File: config.mk
export PLATFORM = sky130hd
export DESIGN_NAME = stream_find_replace_top_flat
export DESIGN_NICKNAME = d
export VERILOG_FILES = /design/src/rtl/sfr_pkg.sv /design/src/rtl/sfr_if.sv /design/src/rtl/sfr_cell.sv /design/src/rtl/stream_find_replace_top.sv /design/src/flat_wrapper.sv
export SDC_FILE = /design/constraint.sdc
export NUM_CORES = 1
export LEC_CHECK = 0
export ABC_AREA = 1
export BUFFER_PORTS_ARGS = -buffer_cell sky130_fd_sc_hd__buf_2
export CAP_MARGIN = 20
export CORE_MARGIN = 2
export CORE_UTILIZATION = 54
export CTS_CLUSTER_DIAMETER = 60
export DETAILED_ROUTE_END_ITERATION = 16
export GPL_TIMING_DRIVEN = 1
export PLACE_DENSITY = 0.78
export SYNTH_ARGS = -nofsm -noshare
export SYNTH_HDL_FRONTEND = slang
export SYNTH_HIERARCHICAL = 1
export SYNTH_SLANG_ARGS = --single-unit
File: constraint.sdc
create_clock -name i_clk -period 3.5 [get_ports i_clk]
set_input_delay 0.525 -clock i_clk [delete_from_list [all_inputs] [get_ports i_clk]]
set_output_delay 0.525 -clock i_clk [all_outputs]
set_load 0.01 [all_outputs]
File: src/rtl/sfr_pkg.sv
`timescale 1ns / 1ps

package sfr_pkg;

    // Window cells; the pattern register holds eight bytes
    localparam int CELLS = 8;
    localparam int REPL_MAX = 8;
    localparam int BYTE_W = 8;
    localparam int LEN_W = 4;
    localparam int CFG_DATA_W = 64;
    localparam int CFG_IDX_W = 2;

    localparam logic [LEN_W-1:0] CELLS_LEN = LEN_W'(CELLS);
    localparam logic [LEN_W-1:0] REPL_MAX_LEN = LEN_W'(REPL_MAX);

    // Configuration register indexes
    localparam logic [CFG_IDX_W-1:0] CFG_PATTERN_BYTES = 2'd0;
    localparam logic [CFG_IDX_W-1:0] CFG_PATTERN_LENGTH = 2'd1;
    localparam logic [CFG_IDX_W-1:0] CFG_REPLACEMENT_BYTES = 2'd2;
    localparam logic [CFG_IDX_W-1:0] CFG_REPLACEMENT_LENGTH = 2'd3;

    typedef struct packed {
        logic [BYTE_W-1:0] in_byte;
        logic              byte_present;
        logic              in_last;
    } t_in_word;

    typedef struct packed {
        logic [BYTE_W-1:0] out_byte;
        logic              out_present;
        logic              out_last;
    } t_out_word;

    // Per-cell control from the sequencer
    typedef struct packed {
        logic              load;
        logic              shift;
        logic [BYTE_W-1:0] data;
    } t_cell_ctl;

endpackage

File: src/rtl/sfr_if.sv
`timescale 1ns / 1ps

interface sfr_in_if;
    logic              valid;
    logic              ready;
    sfr_pkg::t_in_word data;
    modport source(output valid, output data, input ready);
    modport sink(input valid, input data, output ready);
endinterface

interface sfr_out_if;
    logic               valid;
    logic               ready;
    sfr_pkg::t_out_word data;
    modport source(output valid, output data, input ready);
    modport sink(input valid, input data, output ready);
endinterface

interface sfr_cfg_if;
    logic                                valid;
    logic                                ready;
    logic [sfr_pkg::CFG_IDX_W-1:0]       reg_index;
    logic [sfr_pkg::CFG_DATA_W-1:0]      wr_data;
    modport source(output valid, output reg_index, output wr_data, input ready);
    modport sink(input valid, input reg_index, input wr_data, output ready);
endinterface

File: src/rtl/sfr_cell.sv
`timescale 1ns / 1ps

module sfr_cell (
    input  logic                       i_clk,
    input  sfr_pkg::t_cell_ctl         i_ctl,
    input  logic [sfr_pkg::BYTE_W-1:0] i_next_byte,
    input  logic [sfr_pkg::BYTE_W-1:0] i_pat_byte,
    input  logic                       i_active,
    input  logic                       i_match,
    output logic [sfr_pkg::BYTE_W-1:0] o_byte,
    output logic                       o_match
);

    logic [sfr_pkg::BYTE_W-1:0] r_byte;

    // Load a new byte, or advance toward the head of the window
    always_ff @(posedge i_clk) begin
        if (i_ctl.load) begin
            r_byte <= i_ctl.data;
        end else if (i_ctl.shift) begin
            r_byte <= i_next_byte;
        end
    end

    assign o_byte  = r_byte;
    assign o_match = i_match & (~i_active | (r_byte == i_pat_byte));

endmodule

File: src/rtl/stream_find_replace_top.sv
`timescale 1ns / 1ps
// Flow: an accepted source word is written into the window and the sequencer moves to S_EVAL;
//   the result word is then registered in the output register. A match sends the
//   replacement bytes from S_REPL; an end word drains the held window bytes in S_FLUSH.
//   The window sequencer handles one source word at a time.
// Reset: synchronous active low; clears state, configuration, window fill and output
//   valid; window bytes keep stale data and are never read past the fill.

module stream_find_replace_top (
    input  logic             i_clk,
    input  logic             i_rst_n,
    sfr_in_if.sink           i_in,
    sfr_out_if.source        o_out,
    sfr_cfg_if.sink          i_cfg
);

    typedef enum logic [1:0] {
        S_IDLE,
        S_EVAL,
        S_REPL,
        S_FLUSH
    } t_state;

    localparam int BW = sfr_pkg::BYTE_W;
    localparam int LW = sfr_pkg::LEN_W;

    // Configuration registers, lengths stored already capped
    logic [sfr_pkg::CFG_DATA_W-1:0] r_pat_bytes;
    logic [LW-1:0]                  r_pat_len;
    logic [sfr_pkg::CFG_DATA_W-1:0] r_repl_bytes;
    logic [LW-1:0]                  r_repl_len;

    t_state             r_state, n_state;
    logic [LW-1:0]      r_fill, n_fill;
    logic [2:0]         r_k, n_k;
    logic               r_last, n_last;
    logic               r_present, n_present;
    logic               r_ovalid;
    sfr_pkg::t_out_word r_oword;

    logic               emit;
    sfr_pkg::t_out_word emit_word;
    logic               shift;
    logic               accept;
    logic               can_emit;

    logic [BW-1:0]      w_cell_byte [sfr_pkg::CELLS];
    logic               w_match [sfr_pkg::CELLS+1];
    sfr_pkg::t_cell_ctl w_ctl [sfr_pkg::CELLS];

    // Window decision terms
    logic               hit, full_match, do_repl, do_pop, do_mark;
    logic [LW-1:0]      fill_after;

    assign accept   = i_in.valid & i_in.ready;
    assign can_emit = ~r_ovalid | o_out.ready;
    assign w_match[0] = 1'b1;

    // Row of window cells; the compare chain ripples from head to tail
    for (genvar g = 0; g < sfr_pkg::CELLS; g++) begin : g_cell
        assign w_ctl[g].load  = accept & i_in.data.byte_present & (r_fill == LW'(g));
        assign w_ctl[g].shift = shift;
        assign w_ctl[g].data  = i_in.data.in_byte;

        sfr_cell u_cell (
            .i_clk       (i_clk),
            .i_ctl       (w_ctl[g]),
            .i_next_byte (w_cell_byte[(g + 1 < sfr_pkg::CELLS) ? g + 1 : g]),
            .i_pat_byte  (r_pat_bytes[g*BW +: BW]),
            .i_active    (LW'(g) < r_pat_len),
            .i_match     (w_match[g]),
            .o_byte      (w_cell_byte[g]),
            .o_match     (w_match[g+1])
        );
    end

    assign hit        = (r_pat_len != '0) && (r_fill == r_pat_len);
    assign full_match = r_present & hit & w_match[sfr_pkg::CELLS];
    assign do_repl    = full_match & (r_repl_len != '0);
    assign do_pop     = r_present & ~full_match & (r_fill >= r_pat_len);
    assign fill_after = full_match ? '0 : (do_pop ? r_fill - LW'(1) : r_fill);
    assign do_mark    = r_last & ~do_pop & ~do_repl & (fill_after == '0);

    always_comb begin
        n_state   = r_state;
        n_fill    = r_fill;
        n_k       = r_k;
        n_last    = r_last;
        n_present = r_present;
        emit      = 1'b0;
        shift     = 1'b0;
        emit_word = '0;
        unique case (r_state)
            S_IDLE: begin
                // Take the source word and append its byte at the tail
                if (accept) begin
                    n_last    = i_in.data.in_last;
                    n_present = i_in.data.byte_present;
                    n_fill    = r_fill + LW'(i_in.data.byte_present);
                    n_state   = S_EVAL;
                end
            end
            S_EVAL: begin
                if (!(do_pop || do_mark) || can_emit) begin
                    if (do_pop) begin
                        emit                  = 1'b1;
                        shift                 = 1'b1;
                        emit_word.out_byte    = w_cell_byte[0];
                        emit_word.out_present = 1'b1;
                        emit_word.out_last    = r_last && (fill_after == '0);
                    end else if (do_mark) begin
                        // Nothing to send for this end word: bare end marker
                        emit               = 1'b1;
                        emit_word.out_last = 1'b1;
                    end
                    n_fill = fill_after;
                    n_k    = '0;
                    if (do_repl) begin
                        n_state = S_REPL;
                    end else if (r_last && (fill_after != '0)) begin
                        n_state = S_FLUSH;
                    end else begin
                        n_state = S_IDLE;
                    end
                end
            end
            S_REPL: begin
                // Window is empty after a match, so the last replacement byte ends the string
                if (can_emit) begin
                    emit                  = 1'b1;
                    emit_word.out_byte    = r_repl_bytes[r_k*BW +: BW];
                    emit_word.out_present = 1'b1;
                    emit_word.out_last    = r_last && ({1'b0, r_k} == r_repl_len - LW'(1));
                    n_k                   = r_k + 3'd1;
                    if ({1'b0, r_k} == r_repl_len - LW'(1)) begin
                        n_state = S_IDLE;
                    end
                end
            end
            S_FLUSH: begin
                // Drain the window head first
                if (can_emit) begin
                    emit                  = 1'b1;
                    shift                 = 1'b1;
                    emit_word.out_byte    = w_cell_byte[0];
                    emit_word.out_present = 1'b1;
                    emit_word.out_last    = (r_fill == LW'(1));
                    n_fill                = r_fill - LW'(1);
                    if (r_fill == LW'(1)) begin
                        n_state = S_IDLE;
                    end
                end
            end
            default: n_state = S_IDLE;
        endcase
    end

    always_ff @(posedge i_clk) begin
        if (!i_rst_n) begin
            r_state      <= S_IDLE;
            r_fill       <= '0;
            r_k          <= '0;
            r_last       <= 1'b0;
            r_present    <= 1'b0;
            r_ovalid     <= 1'b0;
            r_pat_bytes  <= '0;
            r_pat_len    <= '0;
            r_repl_bytes <= '0;
            r_repl_len   <= '0;
        end else begin
            r_state   <= n_state;
            r_fill    <= n_fill;
            r_k       <= n_k;
            r_last    <= n_last;
            r_present <= n_present;
            // Hold the result word until the sink takes it
            if (emit) begin
                r_ovalid <= 1'b1;
                r_oword  <= emit_word;
            end else if (o_out.ready) begin
                r_ovalid <= 1'b0;
            end
            if (i_cfg.valid) begin
                unique case (i_cfg.reg_index)
                    sfr_pkg::CFG_PATTERN_BYTES: r_pat_bytes <= i_cfg.wr_data;
                    sfr_pkg::CFG_PATTERN_LENGTH: begin
                        r_pat_len <= (i_cfg.wr_data[LW-1:0] > sfr_pkg::CELLS_LEN)
                                     ? sfr_pkg::CELLS_LEN : i_cfg.wr_data[LW-1:0];
                    end
                    sfr_pkg::CFG_REPLACEMENT_BYTES: r_repl_bytes <= i_cfg.wr_data;
                    sfr_pkg::CFG_REPLACEMENT_LENGTH: begin
                        r_repl_len <= (i_cfg.wr_data[LW-1:0] > sfr_pkg::REPL_MAX_LEN)
                                      ? sfr_pkg::REPL_MAX_LEN : i_cfg.wr_data[LW-1:0];
                    end
                    default: r_pat_len <= r_pat_len;
                endcase
            end
        end
    end

    // Hold both input channels closed while reset is asserted
    assign i_in.ready  = (r_state == S_IDLE) & i_rst_n;
    assign i_cfg.ready = i_rst_n;
    assign o_out.valid = r_ovalid;
    assign o_out.data  = r_oword;

endmodule

File: src/flat_wrapper.sv
// flat-port wrapper written by rule: the top's interface ports become plain ports
module stream_find_replace_top_flat 
  (i_clk, i_rst_n, i_in_valid, i_in_data, i_in_ready, o_out_valid, o_out_data, o_out_ready, i_cfg_valid, i_cfg_reg_index, i_cfg_wr_data, i_cfg_ready);
  sfr_in_if i_in_i ();
  sfr_out_if o_out_i ();
  sfr_cfg_if i_cfg_i ();
  input  logic i_clk;
  input  logic i_rst_n;
  input wire logic [$bits(i_in_i.valid)-1:0] i_in_valid;
  input wire logic [$bits(i_in_i.data)-1:0] i_in_data;
  output wire logic [$bits(i_in_i.ready)-1:0] i_in_ready;
  output wire logic [$bits(o_out_i.valid)-1:0] o_out_valid;
  output wire logic [$bits(o_out_i.data)-1:0] o_out_data;
  input wire logic [$bits(o_out_i.ready)-1:0] o_out_ready;
  input wire logic [$bits(i_cfg_i.valid)-1:0] i_cfg_valid;
  input wire logic [$bits(i_cfg_i.reg_index)-1:0] i_cfg_reg_index;
  input wire logic [$bits(i_cfg_i.wr_data)-1:0] i_cfg_wr_data;
  output wire logic [$bits(i_cfg_i.ready)-1:0] i_cfg_ready;
  assign i_in_i.valid = i_in_valid;
  assign i_in_i.data = i_in_data;
  assign i_in_ready = i_in_i.ready;
  assign o_out_valid = o_out_i.valid;
  assign o_out_data = o_out_i.data;
  assign o_out_i.ready = o_out_ready;
  assign i_cfg_i.valid = i_cfg_valid;
  assign i_cfg_i.reg_index = i_cfg_reg_index;
  assign i_cfg_i.wr_data = i_cfg_wr_data;
  assign i_cfg_ready = i_cfg_i.ready;
  stream_find_replace_top u_core (.i_clk(i_clk), .i_rst_n(i_rst_n), .i_in(i_in_i), .o_out(o_out_i), .i_cfg(i_cfg_i));
endmodule
**After elaboration in Yosys (flattened, before gate mapping)**

Cells that the tools add are included.

- Output and inout bits: 13
- Flip-flop bits (word level): 222
- Word-level logic and storage cells: 195
- Bits of input ports: 81

- Shift-type cells: 1
- Bitwise operators: 47
- Order comparisons: 10
- Mux-type cells: 49
- Reductions and logical operators: 34
- Equality and inequality tests: 29
- $add $sub $neg: 4

Operators with widths:

| operator | count |
|---|---|
| $mux 8 | 14 |
| $eq 8x8->1 | 8 |
| $shiftx 64x7->8 | 1 |
| $mux 10 | 3 |
| $pmux 10 s3 | 1 |
| $and 1x1->1 | 26 |
| $mux 4 | 6 |
| $reduce_bool 2->1 | 9 |
| $eq 4x3->1 const B | 4 |
| $lt 3x4->1 const A | 4 |
| $mux 2 | 8 |
| $ne 2x1->1 const B | 6 |
| $not 1->1 | 12 |
| $pmux 4 s3 | 1 |
| $reduce_and 2->1 | 6 |
| $reduce_bool 4->1 | 3 |
| $mux 1 | 9 |
| $mux 9 | 1 |
| $or 1x1->1 | 9 |
| $eq 2x2->1 const B | 4 |
| $eq 4x2->1 const B | 2 |
| $logic_not 4->1 | 2 |
| $lt 1x4->1 const A | 2 |
| $lt 2x4->1 const A | 2 |
| other kinds (22) | 31 |

**Depth between registers and ports, before layout**

- Word-level depth: 25
- Gate-level depth with buffers: 37
- Depth with buffers taken out: 37

**Cells and area by module**

Netlist, hierarchy kept.

By module, submodules not included:

| module | sequential area each (sq um) | area an instance (sq um) | cells each | times used |
|---|---|---|---|---|
| stream_find_replace_top | 3263.1 | 6940.4 | 942 | 1 |
| sfr_cell | 240.2 | 504.2 | 72 | 8 |

**Worst setup path after synthesis**

No wires, ideal clock.

- Path kind: register to register
- Start: reg u_core.g_cell[0].u_cell.r_byte, in the netlist u_core/g_cell[0].u_cell/o_byte[5]
- End: reg u_core.r_oword, in the netlist u_core/o_out.data[0] (enable)
- Path buffers: 0
- Data required time: 3.166 ns
- Stages on the path, launching flop included: 34
- Clock period less this slack: 3.215 ns
- Path slack: 0.285 ns
- Data arrival time: 2.881 ns
- Library setup time: 0.334 ns
- Cell sequence: edfxtp_1 -> inv_1 -> nand2_1 -> nand2_1 -> nand2_1 -> nor2_1 -> nand2_1 -> a21oi_2 -> inv_1 -> a21oi_2 -> inv_1 -> a21oi_2 -> inv_1 -> a21oi_2 -> inv_1 -> a21oi_2 -> inv_1 -> a21oi_2 -> inv_1 -> a21oi_2 -> inv_1 -> a21oi_2 -> nand2_1 -> clkinv_1 -> nand3_4 -> inv_2 -> a21oi_1 -> a21oi_2 -> nand3_4 -> nand2_1 -> nand2_1 -> nand2_1 -> nand2_1 -> inv_1

RTL lines:

| what | line | source |
|---|---|---|
| start: declaration | sfr_cell.sv:14 | `logic [sfr_pkg::BYTE_W-1:0] r_byte;` |
| start signal: assignment | sfr_cell.sv:19 | `r_byte <= i_ctl.data;` |
| start signal: assignment | sfr_cell.sv:21 | `r_byte <= i_next_byte;` |
| end signal: assignment | stream_find_replace_top.sv:179 | `r_oword <= emit_word;` |
| end: declaration | stream_find_replace_top.sv:39 | `sfr_pkg::t_out_word r_oword;` |

==> metrics <==
CTS root buf=clkbuf_16; post-route ant nets=0; Post-synth EDFFs=between 70 and 80; cell area after layout=12700 um^2; crit path DAT=3.74 ns; CP Max Fanout=5; Post-Syn Nets=roughly 1600; CTS tree=built; Worst VDD drop=about 0.00041 V; # diodes=0; Post-Syn Area=11000 um^2; FFs w/ async S/R, synth=0%; vias in the first global route=just over 9000; CP peak stage delay=0.40 ns; Gate Count Post-Synth=1518; fmax=roughly 290 MHz; drt wl/cell=15.9 um; reg2reg setup slack=-0.005 ns; Hold Path Sink=u_core/r_repl_bytes[13]; quantity of I/O buffers inserted on ports=93; failing checks=negative setup slack; Worst setup EP type=register; Total GRT Usage=27.8%; Crit Reg-Reg Endpoint=u_core/o_out.data[3]; Logic pwr share=about a quarter; crit path launch type=register; DRC violation total after the first TritonRoute iteration=~1100; Pleak=between 0.005 and 0.006 uW; I/O Pins=94; die width=147 um; Final #Nets=1696; Final Util=62.9%; CTS Sinks=222; Critical Path RT=approximately 3.7 ns; total power=7730 uW; post-route setup slack=-0.00481 ns; PD cells=611 nW/um^2; hold path startpoint=i_cfg_wr_data[13]; Seq/Total Area, Yosys=roughly 47%; Core ar.=a little over 20000 um^2; post-DP HPWL=20.9 mm; clock skew=0.0104 ns; DP Area=roughly 12000 um^2; Psw=2540 uW; fin crit share=100%; number of vias per cell=~5.3; Reg2Reg Depth=34; Num CTS Buffers=24; Seq pwr share=just over 40%; routed wire length=30.0 mm; RSZ-0062 raised after global routing=true; Clk pwr share=between 30% and 40%; DR pass1 iterations=6; Worst-Skew Late Latency=0.52 ns; Yosys reg bits=222; sw frac=32.8%; Hold Buf Count CTS=0; die area=21500 um^2; Yosys cell types=37; Max Cap Viol=0; gr ovfl total=0; Setup TNS Final=-0.00854 ns; transition time of the tightest slew-check pin=0.898 ns; P_int=5200 uW; Pins Over Slew Limit=0; Max clock buf depth=3; outcome=finished with violations; initial antenna violation count=0; Die Ht=147 um; WHS Path Cells=3; DP Cell Count=1838; row cnt=52; Hold/Removal Path Class=in2reg; Worst path most repeated cell=a21oi_2; Area growth syn-to-layout=15.3%; Final Hold Viols=0; reg2reg start=u_core/g_cell[0].u_cell/o_byte[7]; final setup vio count=3; fin cells=1889; DRC=0; syn avg cell area=7.23 um^2; layout cell share with drive strength beyond 1=13.5%; DR vias=10100; initial core utilization=54.6%; worst rel slew slack=40.0%; slowest CP cell=edfxtp_1; CP Class=reg2reg; Ys Warns=6; Worst-path clk slew=roughly 0.06 ns; gpl congestion=0.942; Final Critical Period=3.50 ns; Post-synth top flop=dfxtp_1; largest net degree at the start of global routing=94; first-pass GRT wire length=~48 mm; htree depth=1
-- cell families (layout without fill, tap and decap cells) --
logic type | count (synthesis) | in the layout | share of synthesized area, %
and+or+nand+nor | 788 | 788 | 28.4
AOI/OAI and AO/OA | 240 | 240 | 11.8
DFF | 222 | 222 | 47.2
buffers and inverters | 213 | 314 | 7.57
xor gates and xnor gates | 32 | 32 | 2.55
adders and majority gates | 14 | 14 | 1.60
muxes | 8 | 8 | 0.730
other | 1 | 1 | 0.0342
-- placed cells by master (no fill, tap or decap), types with 9 or more instances in the layout --
cell       netlist  final
nand2_1        408    398
nor2_1         326    325
o21ai_0        166    165
dfxtp_1        148    148
inv_1          139    138
buf_2           13     92
edfxtp_1        74     74
a21oi_1         28     28
clkbuf_16        0     27
buf_4            2     27
xnor2_1         26     26
nand3_1         15     15
ha_1            14     14
nand2_2          4     11
o21ai_1         11     11
o22ai_1          9      9
a21oi_2          9      9
nor3_1          10      9
-- worst max path at each step --
stage / slack (ns) / from / endpoint
after CTS: 0.009 / u_core/g_cell[0].u_cell/o_byte[5] / u_core/o_out.data[2]
after global routing: -0.34 / u_core/g_cell[0].u_cell/o_byte[1] / u_core/o_out.data[3]
after global placement: 0.09 / u_core/g_cell[0].u_cell/o_byte[4] / u_core/o_out.data[6]
final: -0.005 / u_core/g_cell[0].u_cell/o_byte[7] / u_core/o_out.data[3]
after detailed placement: 0.007 / u_core/g_cell[0].u_cell/o_byte[4] / u_core/o_out.data[6]
after floorplan: 0.29 / u_core/g_cell[0].u_cell/o_byte[5] / u_core/o_out.data[0]
-- registers in the layout, indices dropped and copies added, names as in the netlist, 2 cells and up --
name	cells
u_core/g_cell.u_cell/o_byte	64
u_core/o_out.data	10
u_core/r_fill	4
u_core/r_k	3
u_core/r_pat_bytes	64
u_core/r_pat_len	4
u_core/r_repl_bytes	64
u_core/r_repl_len	4
u_core/r_state	2
-- area by class of cell --
| class | count | area (um^2) |
|---|---|---|
| Sequential cell | 222 | 5180 |
| Clock inverter | 12 | 114 |
| Fill cell | 1745 | 7450 |
| Inverter | 148 | 561 |
| Multi-Input combinational cell | 1083 | 5040 |
| Tap cell | 270 | 338 |
| Clock buffer | 32 | 693 |
| Timing Repair Buffer | 122 | 719 |
-- critical path, delay by kind of cell, from the launching register on --
kind	cells	cell delay (ns)
compound gates	10	1.06
flops	1	0.40
buf+inv	12	0.85
simple gates	12	0.92
-- power groups by stage --
stage | logic (uW) | registers (uW) | clock network [uW]
4_1_cts | 1850 | 3190 | 2580
3_5_place_dp | 1780 | 3250 | 0
2_1_floorplan | 1330 | 3170 | 0
5_1_grt | 2200 | 3230 | 2690
6_report | 1980 | 3200 | 2550
3_3_place_gp | 1760 | 3240 | 0
-- layer usage --
metal / vias up / GRT usage [%] / wire length, um
met2: 432 / 44.0 / 13400
li1: 4962 / - / -
met1: 4597 / 38.4 / 12900
met3: 78 / 4.88 / 2620
met4: 0 / 10.6 / 1180
met5: - / 0 / 0
-- stage by stage --
step / setup WS [ns] / hold WS, ns
global placement: 0.0872 / 0.491
global route: -0.338 / 0.252
CTS: 0.00917 / 0.237
floorplan: 0.285 / 0.458
finish: -0.00481 / 0.245
detailed placement: 0.00705 / 0.496
-- cell usage after synthesis (7+ instances only) --
master    count  area [um^2]
a21oi_1      28          140
a21oi_2       9         78.8
nand3_1      15         75.1
buf_2        13         65.1
ha_1         14          175
o21ai_1      11         55.1
or2_2         8         50.1
xnor2_1      26          228
dfxtp_1     148         2960
nor3_1       10         50.1
o22ai_1       9         56.3
nor2_1      326         1220
nand2_1     408         1530
inv_2         7         26.3
inv_1       139          522
clkbuf_1     46          173
o32ai_1       8         70.1
o21ai_0     166          831
mux2i_1       8         80.1
edfxtp_1     74         2220
-- timing repair --
| action | 4_1_cts | 5_1_grt |
|---|---|---|
| endpoints found under the hold margin | 0 | 0 |
| setup endpoints to repair | 10 | 93 |
| pin swaps | 2 | 12 |
| buffers inserted | 4 | 3 |
| gates resized for setup | 2 | 27 |
| cloned | 0 | 1 |
(Power assumes the default switching activity.)
